**src/hw/rtl/cfsf_pkg.sv**
```systemverilog
// ----------------------------------------------------------------------------
// CAN frame serial framer package
// Shared types and character constants for the frame-to-byte-stream framer.
// ----------------------------------------------------------------------------
package cfsf_pkg;

    localparam int unsigned DATA_SLOTS = 8;

    localparam logic [7:0] CH_DOLLAR = 8'h24;
    localparam logic [7:0] CH_F      = 8'h46;
    localparam logic [7:0] CH_CR     = 8'h0D;
    localparam logic [7:0] CH_LF     = 8'h0A;

    // One classified frame as it waits between the front and the back.
    typedef struct packed {
        logic [7:0]                  header;
        logic [7:0]                  id_lo;
        logic [3:0]                  n;
        logic [DATA_SLOTS-1:0][7:0]  data;
    } t_desc;

    typedef enum logic [2:0] {
        ST_DOLLAR,
        ST_F,
        ST_HDR,
        ST_ID,
        ST_DATA,
        ST_SUM,
        ST_CR,
        ST_LF
    } t_seq_state;

endpackage

```
**src/hw/rtl/cfsf_if.sv**
```systemverilog
// ----------------------------------------------------------------------------
// CAN frame serial framer channels
// Valid/ready channels for incoming frames and outgoing record bytes.
// ----------------------------------------------------------------------------
interface cfsf_frame_if;
    logic       valid;
    logic       ready;
    logic [7:0] id_high_byte;
    logic [7:0] id_low_byte;
    logic [7:0] length_code_byte;
    logic [7:0] data_0;
    logic [7:0] data_1;
    logic [7:0] data_2;
    logic [7:0] data_3;
    logic [7:0] data_4;
    logic [7:0] data_5;
    logic [7:0] data_6;
    logic [7:0] data_7;

    modport source (
        output valid, id_high_byte, id_low_byte, length_code_byte,
        output data_0, data_1, data_2, data_3, data_4, data_5, data_6, data_7,
        input  ready
    );
    modport sink (
        input  valid, id_high_byte, id_low_byte, length_code_byte,
        input  data_0, data_1, data_2, data_3, data_4, data_5, data_6, data_7,
        output ready
    );
endinterface

interface cfsf_byte_if;
    logic       valid;
    logic       ready;
    logic [7:0] out_byte;
    logic       last_byte;

    modport source (output valid, out_byte, last_byte, input ready);
    modport sink   (input valid, out_byte, last_byte, output ready);
endinterface

```
**src/hw/rtl/can_frame_to_serial_framer.sv**
```systemverilog
// ----------------------------------------------------------------------------
// CAN frame to serial record framer
// Turns each received standard frame into a text-framed serial byte record.
// ----------------------------------------------------------------------------
// Each frame accepted on i_frame produces the record '$', 'F', header
// (length nibble over identifier bits 10..8), identifier low byte, up to
// MAX_DATA_BYTES data bytes, an 8-bit checksum of header, identifier and
// data, then CR and LF, with last_byte set on the LF. The record leaves on
// o_byte at one byte per cycle while o_byte.ready is high; a frame with n
// data bytes gives a record of 7 + n bytes (7 to 15), sequenced by the
// back end. A two-entry frame queue in front of the sequencer holds the
// frame whose record is being sent, so one further frame can be accepted
// while that record is still being sent or stalled. The first byte of a
// record is offered in the cycle after its frame enters an empty queue.
module can_frame_to_serial_framer #(
    parameter int MAX_DATA_BYTES = 8
) (
    input  logic          i_clk,
    input  logic          i_rst_n,
    cfsf_frame_if.sink    i_frame,
    cfsf_byte_if.source   o_byte
);
    import cfsf_pkg::*;

    t_desc  w_head;
    logic   w_head_valid;
    logic   w_pop;

    cfsf_front #(
        .MAX_DATA_BYTES (MAX_DATA_BYTES)
    ) u_front (
        .i_clk        (i_clk),
        .i_rst_n      (i_rst_n),
        .i_frame      (i_frame),
        .i_pop        (w_pop),
        .o_head       (w_head),
        .o_head_valid (w_head_valid)
    );

    cfsf_back u_back (
        .i_clk        (i_clk),
        .i_rst_n      (i_rst_n),
        .i_head       (w_head),
        .i_head_valid (w_head_valid),
        .o_pop        (w_pop),
        .o_byte       (o_byte)
    );

endmodule

```
**src/hw/rtl/cfsf_front.sv**
```systemverilog
// ----------------------------------------------------------------------------
// CAN frame serial framer front end
// Accepts frames, forms header, identifier low byte and clamped data count,
// and holds them in a two-entry queue for the sequencer.
// ----------------------------------------------------------------------------
module cfsf_front #(
    parameter int MAX_DATA_BYTES = 8
) (
    input  logic               i_clk,
    input  logic               i_rst_n,
    cfsf_frame_if.sink         i_frame,
    input  logic               i_pop,
    output cfsf_pkg::t_desc    o_head,
    output logic               o_head_valid
);
    import cfsf_pkg::*;

    localparam logic [3:0] MAX_N = 4'(MAX_DATA_BYTES);

    t_desc       r_slot [2];
    logic        r_wr_ptr, n_wr_ptr;
    logic        r_rd_ptr, n_rd_ptr;
    logic [1:0]  r_count, n_count;
    t_desc       w_desc;
    logic [3:0]  w_len;
    logic        w_push;

    assign i_frame.ready = (r_count != 2'd2);
    assign w_push        = i_frame.valid && i_frame.ready;
    assign w_len         = i_frame.length_code_byte[3:0];

    always_comb begin
        w_desc.header = {w_len, 1'b0, i_frame.id_high_byte[7:5]};
        w_desc.id_lo  = {i_frame.id_high_byte[4:0], i_frame.id_low_byte[7:5]};
        w_desc.n      = (w_len > MAX_N) ? MAX_N : w_len;
        w_desc.data   = {i_frame.data_7, i_frame.data_6, i_frame.data_5, i_frame.data_4,
                         i_frame.data_3, i_frame.data_2, i_frame.data_1, i_frame.data_0};
    end

    always_comb begin
        n_wr_ptr = r_wr_ptr ^ w_push;
        n_rd_ptr = r_rd_ptr ^ i_pop;
        n_count  = r_count + {1'b0, w_push} - {1'b0, i_pop};
    end

    always_ff @(posedge i_clk) begin
        if (!i_rst_n) begin
            r_wr_ptr <= 1'b0;
            r_rd_ptr <= 1'b0;
            r_count  <= 2'd0;
        end else begin
            r_wr_ptr <= n_wr_ptr;
            r_rd_ptr <= n_rd_ptr;
            r_count  <= n_count;
        end
    end

    always_ff @(posedge i_clk) begin
        if (w_push) begin
            r_slot[r_wr_ptr] <= w_desc;
        end
    end

    assign o_head       = r_slot[r_rd_ptr];
    assign o_head_valid = (r_count != 2'd0);

endmodule

```
**src/hw/rtl/cfsf_back.sv**
```systemverilog
// ----------------------------------------------------------------------------
// CAN frame serial framer back end
// Walks one queued frame through the record bytes and keeps the running
// checksum, one byte per transaction.
// ----------------------------------------------------------------------------
module cfsf_back (
    input  logic               i_clk,
    input  logic               i_rst_n,
    input  cfsf_pkg::t_desc    i_head,
    input  logic               i_head_valid,
    output logic               o_pop,
    cfsf_byte_if.source        o_byte
);
    import cfsf_pkg::*;

    t_seq_state  r_state, n_state;
    logic [2:0]  r_idx, n_idx;
    logic [7:0]  r_sum, n_sum;
    logic        w_fire;
    logic [7:0]  w_data;
    logic        w_data_last;

    assign o_byte.valid = i_head_valid;
    assign w_fire       = i_head_valid && o_byte.ready;
    assign w_data       = i_head.data[r_idx];
    assign w_data_last  = ({1'b0, r_idx} + 4'd1) == i_head.n;

    always_ff @(posedge i_clk) begin
        if (!i_rst_n) begin
            r_state <= ST_DOLLAR;
            r_idx   <= 3'd0;
            r_sum   <= 8'd0;
        end else begin
            r_state <= n_state;
            r_idx   <= n_idx;
            r_sum   <= n_sum;
        end
    end

    always_comb begin
        n_state          = r_state;
        n_idx            = r_idx;
        n_sum            = r_sum;
        o_pop            = 1'b0;
        o_byte.out_byte  = CH_DOLLAR;
        o_byte.last_byte = 1'b0;
        unique case (r_state)
            ST_DOLLAR: begin
                o_byte.out_byte = CH_DOLLAR;
                if (w_fire) n_state = ST_F;
            end
            ST_F: begin
                o_byte.out_byte = CH_F;
                if (w_fire) n_state = ST_HDR;
            end
            ST_HDR: begin
                o_byte.out_byte = i_head.header;
                if (w_fire) begin
                    n_sum   = i_head.header;
                    n_state = ST_ID;
                end
            end
            ST_ID: begin
                o_byte.out_byte = i_head.id_lo;
                if (w_fire) begin
                    n_sum   = r_sum + i_head.id_lo;
                    n_idx   = 3'd0;
                    n_state = (i_head.n == 4'd0) ? ST_SUM : ST_DATA;
                end
            end
            ST_DATA: begin
                o_byte.out_byte = w_data;
                if (w_fire) begin
                    n_sum = r_sum + w_data;
                    n_idx = r_idx + 3'd1;
                    if (w_data_last) n_state = ST_SUM;
                end
            end
            ST_SUM: begin
                o_byte.out_byte = r_sum;
                if (w_fire) n_state = ST_CR;
            end
            ST_CR: begin
                o_byte.out_byte = CH_CR;
                if (w_fire) n_state = ST_LF;
            end
            ST_LF: begin
                o_byte.out_byte  = CH_LF;
                o_byte.last_byte = 1'b1;
                if (w_fire) begin
                    o_pop   = 1'b1;
                    n_state = ST_DOLLAR;
                end
            end
            default: begin
                n_state = ST_DOLLAR;
            end
        endcase
    end

`ifndef ASSERT_OFF
    // Once a record has started, its frame must stay at the head of the queue.
    a_head_held: assert property (@(posedge i_clk) disable iff (!i_rst_n)
        (r_state != ST_DOLLAR) |-> i_head_valid)
        else $error("record in progress without a queued frame");

    a_idx_in_range: assert property (@(posedge i_clk) disable iff (!i_rst_n)
        (r_state == ST_DATA) |-> ({1'b0, r_idx} < i_head.n))
        else $error("data index beyond frame data count");

    a_sum_seed: assert property (@(posedge i_clk) disable iff (!i_rst_n)
        (w_fire && r_state == ST_HDR) |=> (r_sum == $past(i_head.header)))
        else $error("checksum not seeded from header");

    a_record_end: assert property (@(posedge i_clk) disable iff (!i_rst_n)
        (w_fire && r_state == ST_LF) |=> (r_state == ST_DOLLAR && r_idx == 3'd0 ||
                                          r_state == ST_DOLLAR))
        else $error("sequencer did not return to record start");
`endif

endmodule
```
**src/flat_wrapper.sv**
```systemverilog
// flat-port wrapper written by rule: the top's interface ports become plain ports
module can_frame_to_serial_framer_flat import cfsf_pkg::*;
#(
    parameter int MAX_DATA_BYTES = 8
)
  (i_clk, i_rst_n, i_frame_valid, i_frame_id_high_byte, i_frame_id_low_byte, i_frame_length_code_byte, i_frame_data_0, i_frame_data_1, i_frame_data_2, i_frame_data_3, i_frame_data_4, i_frame_data_5, i_frame_data_6, i_frame_data_7, i_frame_ready, o_byte_valid, o_byte_out_byte, o_byte_last_byte, o_byte_ready);
  cfsf_frame_if i_frame_i ();
  cfsf_byte_if o_byte_i ();
  input  logic i_clk;
  input  logic i_rst_n;
  input wire logic [$bits(i_frame_i.valid)-1:0] i_frame_valid;
  input wire logic [$bits(i_frame_i.id_high_byte)-1:0] i_frame_id_high_byte;
  input wire logic [$bits(i_frame_i.id_low_byte)-1:0] i_frame_id_low_byte;
  input wire logic [$bits(i_frame_i.length_code_byte)-1:0] i_frame_length_code_byte;
  input wire logic [$bits(i_frame_i.data_0)-1:0] i_frame_data_0;
  input wire logic [$bits(i_frame_i.data_1)-1:0] i_frame_data_1;
  input wire logic [$bits(i_frame_i.data_2)-1:0] i_frame_data_2;
  input wire logic [$bits(i_frame_i.data_3)-1:0] i_frame_data_3;
  input wire logic [$bits(i_frame_i.data_4)-1:0] i_frame_data_4;
  input wire logic [$bits(i_frame_i.data_5)-1:0] i_frame_data_5;
  input wire logic [$bits(i_frame_i.data_6)-1:0] i_frame_data_6;
  input wire logic [$bits(i_frame_i.data_7)-1:0] i_frame_data_7;
  output wire logic [$bits(i_frame_i.ready)-1:0] i_frame_ready;
  output wire logic [$bits(o_byte_i.valid)-1:0] o_byte_valid;
  output wire logic [$bits(o_byte_i.out_byte)-1:0] o_byte_out_byte;
  output wire logic [$bits(o_byte_i.last_byte)-1:0] o_byte_last_byte;
  input wire logic [$bits(o_byte_i.ready)-1:0] o_byte_ready;
  assign i_frame_i.valid = i_frame_valid;
  assign i_frame_i.id_high_byte = i_frame_id_high_byte;
  assign i_frame_i.id_low_byte = i_frame_id_low_byte;
  assign i_frame_i.length_code_byte = i_frame_length_code_byte;
  assign i_frame_i.data_0 = i_frame_data_0;
  assign i_frame_i.data_1 = i_frame_data_1;
  assign i_frame_i.data_2 = i_frame_data_2;
  assign i_frame_i.data_3 = i_frame_data_3;
  assign i_frame_i.data_4 = i_frame_data_4;
  assign i_frame_i.data_5 = i_frame_data_5;
  assign i_frame_i.data_6 = i_frame_data_6;
  assign i_frame_i.data_7 = i_frame_data_7;
  assign i_frame_ready = i_frame_i.ready;
  assign o_byte_valid = o_byte_i.valid;
  assign o_byte_out_byte = o_byte_i.out_byte;
  assign o_byte_last_byte = o_byte_i.last_byte;
  assign o_byte_i.ready = o_byte_ready;
  can_frame_to_serial_framer #(.MAX_DATA_BYTES(MAX_DATA_BYTES)) u_core (.i_clk(i_clk), .i_rst_n(i_rst_n), .i_frame(i_frame_i), .o_byte(o_byte_i));
endmodule
```
**config.mk**
```make
export PLATFORM = sky130hd
export DESIGN_NAME = can_frame_to_serial_framer_flat
export DESIGN_NICKNAME = d
export VERILOG_FILES = /design/src/hw/rtl/cfsf_pkg.sv /design/src/hw/rtl/cfsf_if.sv /design/src/hw/rtl/can_frame_to_serial_framer.sv /design/src/hw/rtl/cfsf_front.sv /design/src/hw/rtl/cfsf_back.sv /design/src/flat_wrapper.sv
export SDC_FILE = /design/constraint.sdc
export NUM_CORES = 1
export LEC_CHECK = 0
export BUFFER_PORTS_ARGS = -buffer_cell sky130_fd_sc_hd__buf_4
export CORE_MARGIN = 4
export CORE_UTILIZATION = 30
export CTS_CLUSTER_DIAMETER = 200
export CTS_CLUSTER_SIZE = 16
export DETAILED_ROUTE_END_ITERATION = 12
export GPL_ROUTABILITY_DRIVEN = 0
export PLACE_DENSITY = 0.54
export SETUP_SLACK_MARGIN = 0.3
export SLEW_MARGIN = 20
export SYNTH_ARGS = -nofsm -noshare
export SYNTH_HDL_FRONTEND = slang
export SYNTH_SLANG_ARGS = --single-unit
```
**constraint.sdc**
```tcl
create_clock -name i_clk -period 6.37 [get_ports i_clk]
set_input_delay 1.274 -clock i_clk [delete_from_list [all_inputs] [get_ports i_clk]]
set_output_delay 1.274 -clock i_clk [all_outputs]
set_load 0.03 [all_outputs]
```
==> Word-level counts from Yosys, hierarchy flattened <==
Memory sizes are Yosys's and may differ from the RTL's. A register that Yosys moved wholly into a read port is not among the register bits.
Index checks and enable logic that the tools add are counted.
{ "word_totals": {"register_bits": 18, "output_inout_bits": 11, "wordCells": 72, "ramBits": 166, "input_bits": 92, "memories": 1} }
{ "op_classes": {"addsub": 6, "order_cmp": 2, "mux": 27, "bitwise_logic": 2, "n_eq_ne": 18, "reduce_logical": 10} }
{ "memory_table": {"columns": ["memory", "depth", "width", "rd", "rd_clocked_by_memory_dff", "wr", "line", "rtl"], "rows": [
  ["u_core.u_front.r_slot", 2, 83, 1, 1, 1, "cfsf_front.sv:20", "t_desc r_slot [2];"]
]} }
{ "ops": {"columns": ["operator", "n"], "rows": [
  ["8-bit case mux with 8 select lines", 1],
  ["8-bit two-way mux", 4],
  ["3-bit two-way mux", 10],
  ["8-bit binary-select mux with 3-bit select", 1],
  ["3-bit case mux with 8 select lines", 1],
  ["8-bit case mux with 3 select lines", 1],
  ["2-bit inequality test (second input constant)", 10],
  ["8-bit adder", 2],
  ["3-bit == test (second input constant)", 4],
  ["9-bit AND reduction", 1],
  ["1-bit two-way mux", 7],
  ["3-bit by 2-bit == test with 1-bit output (second input constant)", 2],
  ["3-bit case mux with 2 select lines", 1],
  ["3-bit by 1-bit adder with 4-bit output (second input constant)", 1],
  ["4-bit == test", 1],
  ["4-bit > comparator (second input constant)", 1],
  ["4-bit zero test", 1],
  ["3-bit by 4-bit less-than comparator with 1-bit output (second input constant)", 1],
  ["4-bit two-way mux", 1],
  ["4-bit AND reduction", 1],
  ["2-bit nonzero test", 2],
  ["3-bit by 1-bit adder with 3-bit output (second input constant)", 1],
  ["3-bit by 1-bit == test with 1-bit output (second input constant)", 1],
  ["3-bit zero test", 1],
  ["other kinds (6)", 8]
]} }

==> Depth between registers and ports, before layout <==
Gate-level depths: netlist of the first run.
{ "logic_depth": {"word_depth": 6, "mapped_depth": 17, "ltp_nobuf": 15} }

==> Cells and area by module <==
Synthesis of the first run repeated with hierarchy kept, for this count alone.
{ "unflattened": {"cells_unflattened": 530, "hier_area_um2": 8567.0} }
{ "by_module_without_submodules": {"columns": ["mod", "seq_area_each_um2", "area_each_um2", "instances", "cells_per_inst"], "rows": [
  ["cfsf_front", 5084.9, 6548.8, 1, 289],
  ["cfsf_back", 280.3, 2018.2, 1, 241]
]} }

==> Worst setup path before layout of the first run <==
Ideal clock, no wire load.
{ "synth_timing": {"kind": "input -> register", "startpoint": "input i_frame_valid", "endpoint": "memory u_core.u_front.r_slot[0][0] (netlist bit) (enable)", "n_path_buf": 0, "setup_ps": 451, "path_stages": 3, "required_time_ps": 5919, "arrival_time_ps": 3406, "setup_slack_ps": 2513, "path_cell_list": "nand2_1 inv_1 ha_1"} }
{ "synth_between": {"elab_chain_cells": 3} }
{ "synth_rtl": {"columns": ["element", "line", "rtl"], "rows": [
  ["start, declared", "flat_wrapper.sv:11", "input wire logic [$bits(i_frame_i.valid)-1:0] i_frame_valid;"],
  ["1-bit logical AND", "cfsf_front.sv:29", "assign w_push = i_frame.valid && i_frame.ready;"],
  ["1-bit two-way mux", "cfsf_front.sv:59", "if (w_push) begin"],
  ["1-bit two-way mux (implied by the code)", "cfsf_front.sv:60", "r_slot[r_wr_ptr] <= w_desc;"],
  ["end, declared", "cfsf_front.sv:20", null]
]} }
Every way passes these cells.

==> qor.txt, run 1 <==
final hold violations -> 0
dpl cells -> 889
Startpoint Class -> flip-flop
setup violators final -> 0
CTS clock-pin slew for the worst setup and hold paths -> 0.07 ns
root buf cell -> clkbuf_16
ys flop type -> edfxtp_1
CTS resizes -> 0
worst hold slack -> 0.493 ns
cell row count -> 58
clk_skew -> 0.0102 ns
antenna cells -> 0
Synth top area share -> 63.5%
number of buffers created by CTS -> 17
Seq cells post-synth -> 185
synth cell count leaders -> edfxtp_1 (166), mux4_2 (30), nand2_1 (28), nor2_1 (28), mux2i_1 (24)
f_max -> 221 MHz
maximum number of pins on one net before global-route repair -> 65
Post-Syn Area -> 7850 um^2
run status -> completed
drt first-iter violations -> 268
I/O pin cnt -> 103
non-filler cells in the finished layout -> 921
setup bufs post-CTS -> 0
Mapped Nets -> 597
Async S/R FF share, synth -> 0%
period utilization -> 71.0%
Mapped Cells -> 488
cell leakage power -> 0.00321 uW
DR pass1 iterations -> 4
Tot Pwr -> 2890 uW
largest fanout on the critical path -> 37
WP data required -> 5.10 ns
routed vias/inst -> 4.80
number of max-cap violations -> 0
CTS sink count -> 185
IO Port Bufs -> 93
critical path endpoint category -> primary output
Max Slew Vio Count -> 0
Tmin final -> 4.52 ns
CP arrival -> 3.25 ns
# fillers -> 2363
die height -> 170 um
VDD IR max -> 168 uV
Routed WL -> 16900 um
mean cell area of the mapped netlist -> 16.1 um^2
pwr/cell area -> 305 nW/um^2
Hold WC Path Type -> flip-flop to flip-flop
H-tree levels -> 4
Worst Tran Pin Value -> 0.925 ns
# DRC -> 0
initial core utilization -> 30.8%
Clock Path Buffers -> 2
Via Count -> 4420
TNS Setup -> 0 ns
Crit Path Category -> flip-flop to primary output
Total GRT Usage -> 12.0%
largest cells by area after synthesis -> edfxtp_1 (64%), mux4_2 (8.6%), dfxtp_1 (4.8%)
first-pass GRT wire length -> 26400 um
RSZ-0062 raised after global routing -> false
Distinct cells, synth -> 47
vias in the first global route -> 4772
Worst-Skew Late Latency -> 0.43 ns
CTS tree -> built
number of flops mapped to enable cells by yosys -> 166
initial antenna violation count -> 0
cts-stage hold buffer count -> 0
most common cell in the netlist -> edfxtp_1
Post-DP HPWL -> 11500 um
Post-DRT Antenna Nets -> 0
Area Growth Syn to Fin -> 20.6%
cell taking the most area after synthesis -> edfxtp_1
relative slew slack -> 38.4%
grt ovf -> 0
Avg WL per Cell -> 18.3 um
Seq/Total Area, Yosys -> 68.4%
die width -> 170 um
share of cells above drive strength 1 -> 30.5%
nets -> 687
CORE AREA -> 25500 um^2
die area -> 28800 um^2
Yosys warning count -> 0
==> stage by stage <==
stage	setup slack, ns	util (%)	area [um^2]
floorplan	2.51	-	7850
global placement	2.06	35.0	8900
detailed placement	1.96	35.0	8900
CTS	1.76	37.2	9470
global route	1.59	37.2	9470
finish	1.85	37.2	9470
==> flip-flops by register name (all words and copies together) (netlist names), named ones only <==
name and cells:
u_core.u_back.r_idx 3, u_core.u_back.r_state 3, u_core.u_back.r_sum 8, u_core.u_front.r_count 2, u_core.u_front.r_rd_ptr 1, u_core.u_front.r_slot 166
u_core.u_front.r_wr_ptr 1
==> power breakdown <==
part | internal, uW | switching, uW | total [uW]
clock | 547 | 468 | 1010
combinational | 165 | 251 | 415
sequential | 1430 | 27.4 | 1460
total | 2140 | 746 | 2890
==> cell families after synthesis <==
family / share of synthesized area (%)
AND/OR/NAND/NOR: 5.69
multiplexers: 14.0
buffers and inverters: 2.01
XOR/XNOR: 1.45
AO/OA/AOI/OAI: 5.71
flip-flops: 68.4
adder cells (fa/ha/maj): 2.81
==> critical path, cell delays in order, from the launching register on <==
cell and delay, ns:
dfxtp_4 0.80, buf_4 0.45, mux4_2 0.55, mux2i_1 0.19
nand2_1 0.07, o211ai_1 0.23, o21ai_0 0.27, buf_4 0.24
==> final timing paths <==
kind	cells after the start	startpoint	slack [ns]	endpoint
worst max register to register	14	flip-flop	2.06	u_core.u_back.r_sum[7]
worst min-delay path	2	u_core.u_back.r_sum[1]	0.49	u_core.u_back.r_sum[1]
worst min register to register	2	u_core.u_back.r_sum[1]	0.49	u_core.u_back.r_sum[1]
worst max-delay path	7	flip-flop	1.85	o_byte_out_byte[3]
==> metal layers <==
layer  wire length (um)  global-route usage [%]  part of all wire, %
met2               8620                    20.5                   51
met4                184                    3.78                  1.1
met1               7360                    15.4                   44
met5                  0                       0                    0
met3                731                    2.56                  4.3
==> cells in the final DEF, fill, tap and decap left out, types with 2 or more instances in the layout <==
cell,instances
clkinv_4,2
inv_6,7
dfxtp_1,18
edfxtp_1,166
xnor2_1,8
nand2b_1,5
and2_1,6
mux2_2,16
nor3_1,7
a31oi_1,4
a211oi_1,4
nor2_1,28
mux4_2,30
a21o_1,2
mux2i_1,24
o21ai_0,19
xor2_1,5
o22ai_1,2
clkbuf_16,17
ha_1,14
nor4_1,5
clkinv_1,3
o221ai_1,2
o211ai_1,8
ha_4,2
nand3_1,3
nand2_1,28
inv_1,10
buf_4,98
a22oi_1,3
nor2b_1,6
a21oi_1,18
==> area by class of cell <==
type                            count  area, um^2  area share (%)
Inverter                           10        37.5           0.397
Timing Repair Buffer               98         736            7.77
Clock buffer                       17         425            4.49
Sequential cell                   185        5370            56.7
Clock inverter                     15         136            1.44
Multi-Input combinational cell    266        2350            24.8
Tap cell                          330         413            4.36
Note: power is estimated with default switching activity, not from simulation.
==> run 2: changes to the inputs <==
Settings changed: ABC_AREA from default to 1, PLACE_DENSITY 0.54 to 0.56.
Clock period 6.37 ns to 3.8 ns, I/O delays scaled along.
==> qor.txt, run 2 <==
clk_skew -> 0.0145 ns (+0.00431 ns)
die height -> 171 um (+0.88%)
Reg2Reg Setup Slack -> 0.64 ns (-1.42 ns)
cell mode on critical path -> buf_4
period utilization -> 86.0%
Avg WL per Cell -> 16.8 um (-8.5%)
CTS sink count -> 185 (unchanged)
dpl cells -> 1098 (+24%)
Logic pwr share -> 18.1% (+3.7 points)
CTS clock-pin slew for the worst setup and hold paths -> 0.08 ns (about the same)
setup violators final -> 0 (unchanged)
Mapped Nets -> 794 (+33%)
Tmin final -> 3.27 ns
non-filler cells in the finished layout -> 1130 (+23%)
nets -> 891 (+30%)
Worst Path Buf+Inv -> 3 (+1)
Max Slew Vio Count -> 0 (unchanged)
Synth top area share -> 62.4% (-1.2 points)
P_int -> 3650 uW (+70%)
Startpoint Class -> flip-flop
antenna cells -> 0 (unchanged)
Largest regs -> u_core.u_front.r_slot x166, u_core.u_back.r_sum x8
pwr/cell area -> 523 nW/um^2 (+71%)
Mapped Cells -> 685 (+40%)
relative slew slack -> 64.7% (+26 points)
maximum number of pins on one net before global-route repair -> 66 (+1.5%)
VDD IR max -> 275 uV (+64%)
Post-DRT Antenna Nets -> 0 (unchanged)
Seq/Total Area, Yosys -> 67.1% (-1.3 points)
critical path endpoint category -> primary output
ys flop type -> edfxtp_1
Worst Tran Pin Value -> 0.522 ns (-0.402 ns)
Async S/R FF share, synth -> 0% (unchanged)
IO Port Bufs -> 93 (unchanged)
most common cell in the netlist -> edfxtp_1
CP arrival -> 2.51 ns (-0.74 ns)
Net Sw Frac -> 28.2% (+2.4 points)
share of cells above drive strength 1 -> 20.8% (-9.7 points)
largest cells by area after synthesis -> edfxtp_1 (62%), nand2_1 (5.0%), o21ai_0 (4.8%)
cell leakage power -> 0.00366 uW (+14%)
Worst-Skew Late Latency -> 0.43 ns (about the same)
die width -> 171 um (+0.88%)
Area Growth Syn to Fin -> 21.4%
cell row count -> 59 (+1.7%)
mean cell area of the mapped netlist -> 11.7 um^2 (-27%)
# fillers -> 2588 (+9.5%)
initial antenna violation count -> 0 (unchanged)
CORE AREA -> 26100 um^2 (+2.6%)
worst-case reg-to-reg path depth -> 17 (+3)
synth cell count leaders -> edfxtp_1 (166), nand2_1 (106), o21ai_0 (77)
CP cell instances -> buf_6, buf_4, mux2i_1, o22ai_1, a21oi_1, o2111ai_1, buf_4
drt first-iter violations -> 381 (+42%)
run status -> completed
Seq cells post-synth -> 185 (unchanged)
grt ovf -> 0 (unchanged)
number of buffers created by CTS -> 17 (unchanged)
Top reg by flops -> u_core.u_front.r_slot
routed vias/inst -> 4.71 (-1.9%)
number of flops mapped to enable cells by yosys -> 166 (unchanged)
largest fanout on the critical path -> 29 (-22%)
Total GRT Usage -> 13.0% (+0.97 points)
H-tree levels -> 4 (unchanged)
DR pass1 iterations -> 5 (+1)
net switching power figure -> 1430 uW (+92%)
Yosys warning count -> 0 (unchanged)
CTS tree -> built
slowest stage delay, CP -> 0.45 ns (-0.35 ns)
Hold EP -> u_core.u_front.r_rd_ptr
most frequent cells in the layout -> edfxtp_1 (166), nand2_1 (106), buf_4 (103)
number of max-cap violations -> 0 (unchanged)
Distinct cells, synth -> 45 (-4.3%)
TNS Setup -> 0 ns (unchanged)
I/O pin cnt -> 103 (unchanged)
Via Count -> 5321 (+20%)
die area -> 29300 um^2 (+1.8%)
Largest register FFs -> 166 (unchanged)
Post-DP HPWL -> 12900 um (+12%)
top cell family by delay on the critical path -> buffers and inverters
# DRC -> 0 (unchanged)
Crit Path Category -> flip-flop to primary output
Clock Path Buffers -> 2 (unchanged)
critical path's slowest cell -> dfxtp_4
vias in the first global route -> 5287 (+11%)
cell taking the most area after synthesis -> edfxtp_1
worst min-delay path startpoint -> u_core.u_front.r_rd_ptr
Clock Power Share -> 33.6% (-1.5 points)
Routed WL -> 19000 um (+12%)
initial core utilization -> 30.6% (-0.22 points)
RSZ-0062 raised after global routing -> false
Hold WC Path Type -> flip-flop to flip-flop
sequential share of power -> 48.3% (-2.2 points)
WP data required -> 3.04 ns (-2.06 ns)
final hold violations -> 0 (unchanged)
Worst R2R End -> u_core.u_back.r_sum[6]
Post-Syn Area -> 7990 um^2 (+1.9%)
setup bufs post-CTS -> 0 (unchanged)
first-pass GRT wire length -> 28800 um (+9.1%)
hold path cells -> 1 (-1)
root buf cell -> clkbuf_16
f_max -> 306 MHz
commonest non-fill, non-tap cell in the layout -> edfxtp_1
[run 2: power groups by stage]
stage	Clock (uW)	Combinational [uW]	Sequential, uW
after floorplan	0	577	2500
after global placement	0	926	2500
after detailed placement	0	929	2500
after CTS	1750	934	2450
after global routing	1840	1020	2470
final	1710	920	2450
[run 2: timing repair]
item	CTS	global route
setup endpoints to repair	0	8
resized for setup	0	2
hold buffers	0	0
[run 2: cells by family (layout without fill, tap and decap cells)]
| family | after synthesis | in the layout | share of synthesized area (%) |
|---|---|---|---|
| flops | 185 | 185 | 67.1 |
| fa+ha+maj | 17 | 17 | 2.75 |
| buf+inv | 86 | 196 | 4.70 |
| simple gates | 220 | 220 | 11.5 |
| compound gates | 162 | 162 | 12.2 |
| xor+xnor | 7 | 7 | 0.767 |
| mux | 8 | 8 | 1.00 |
[run 2: final cells by class]
type / count / area, um^2 / area share, %
Sequential cell: 185 / 5370 / 55.3
Multi-Input combinational cell: 414 / 2280 / 23.5
Timing Repair Buffer: 108 / 865 / 8.91
Clock buffer: 18 / 429 / 4.42
Tap cell: 335 / 419 / 4.32
Inverter: 56 / 213 / 2.19
Clock inverter: 14 / 135 / 1.39
[run 2: through the flow]
stage	hold WS [ns]	utilization, %	cell area (um^2)	total power [uW]	setup slack, ns
5_1_grt	0.470	37.1	9710	5320	0.362
4_1_cts	0.453	37.1	9700	5130	0.321
3_3_place_gp	0.435	35.0	9140	3420	0.555
3_5_place_dp	0.445	35.0	9140	3430	0.535
6_report	0.450	37.1	9710	5080	0.532
2_1_floorplan	0.425	-	7990	3070	0.449
[run 2: layer usage]
layer	track usage, %	vias to the layer above	routed length, um
met5	0	-	0
met4	3.69	0	262
met3	2.67	19	687
met2	21.0	119	9020
met1	17.9	2535	8990
li1	-	2648	-
[run 2: worst max path at each step]
| stage | cells past startpoint | slack [ns] | end |
|---|---|---|---|
| detailed placement | 17 | 0.54 | u_core.u_back.r_sum[6] |
| CTS | 7 | 0.32 | o_byte_out_byte[1] |
| global route | 9 | 0.36 | o_byte_out_byte[6] |
| floorplan | 3 | 0.45 | u_core.u_front.r_slot[0][0] |
| global placement | 17 | 0.55 | u_core.u_back.r_sum[6] |
| finish | 7 | 0.53 | o_byte_out_byte[1] |
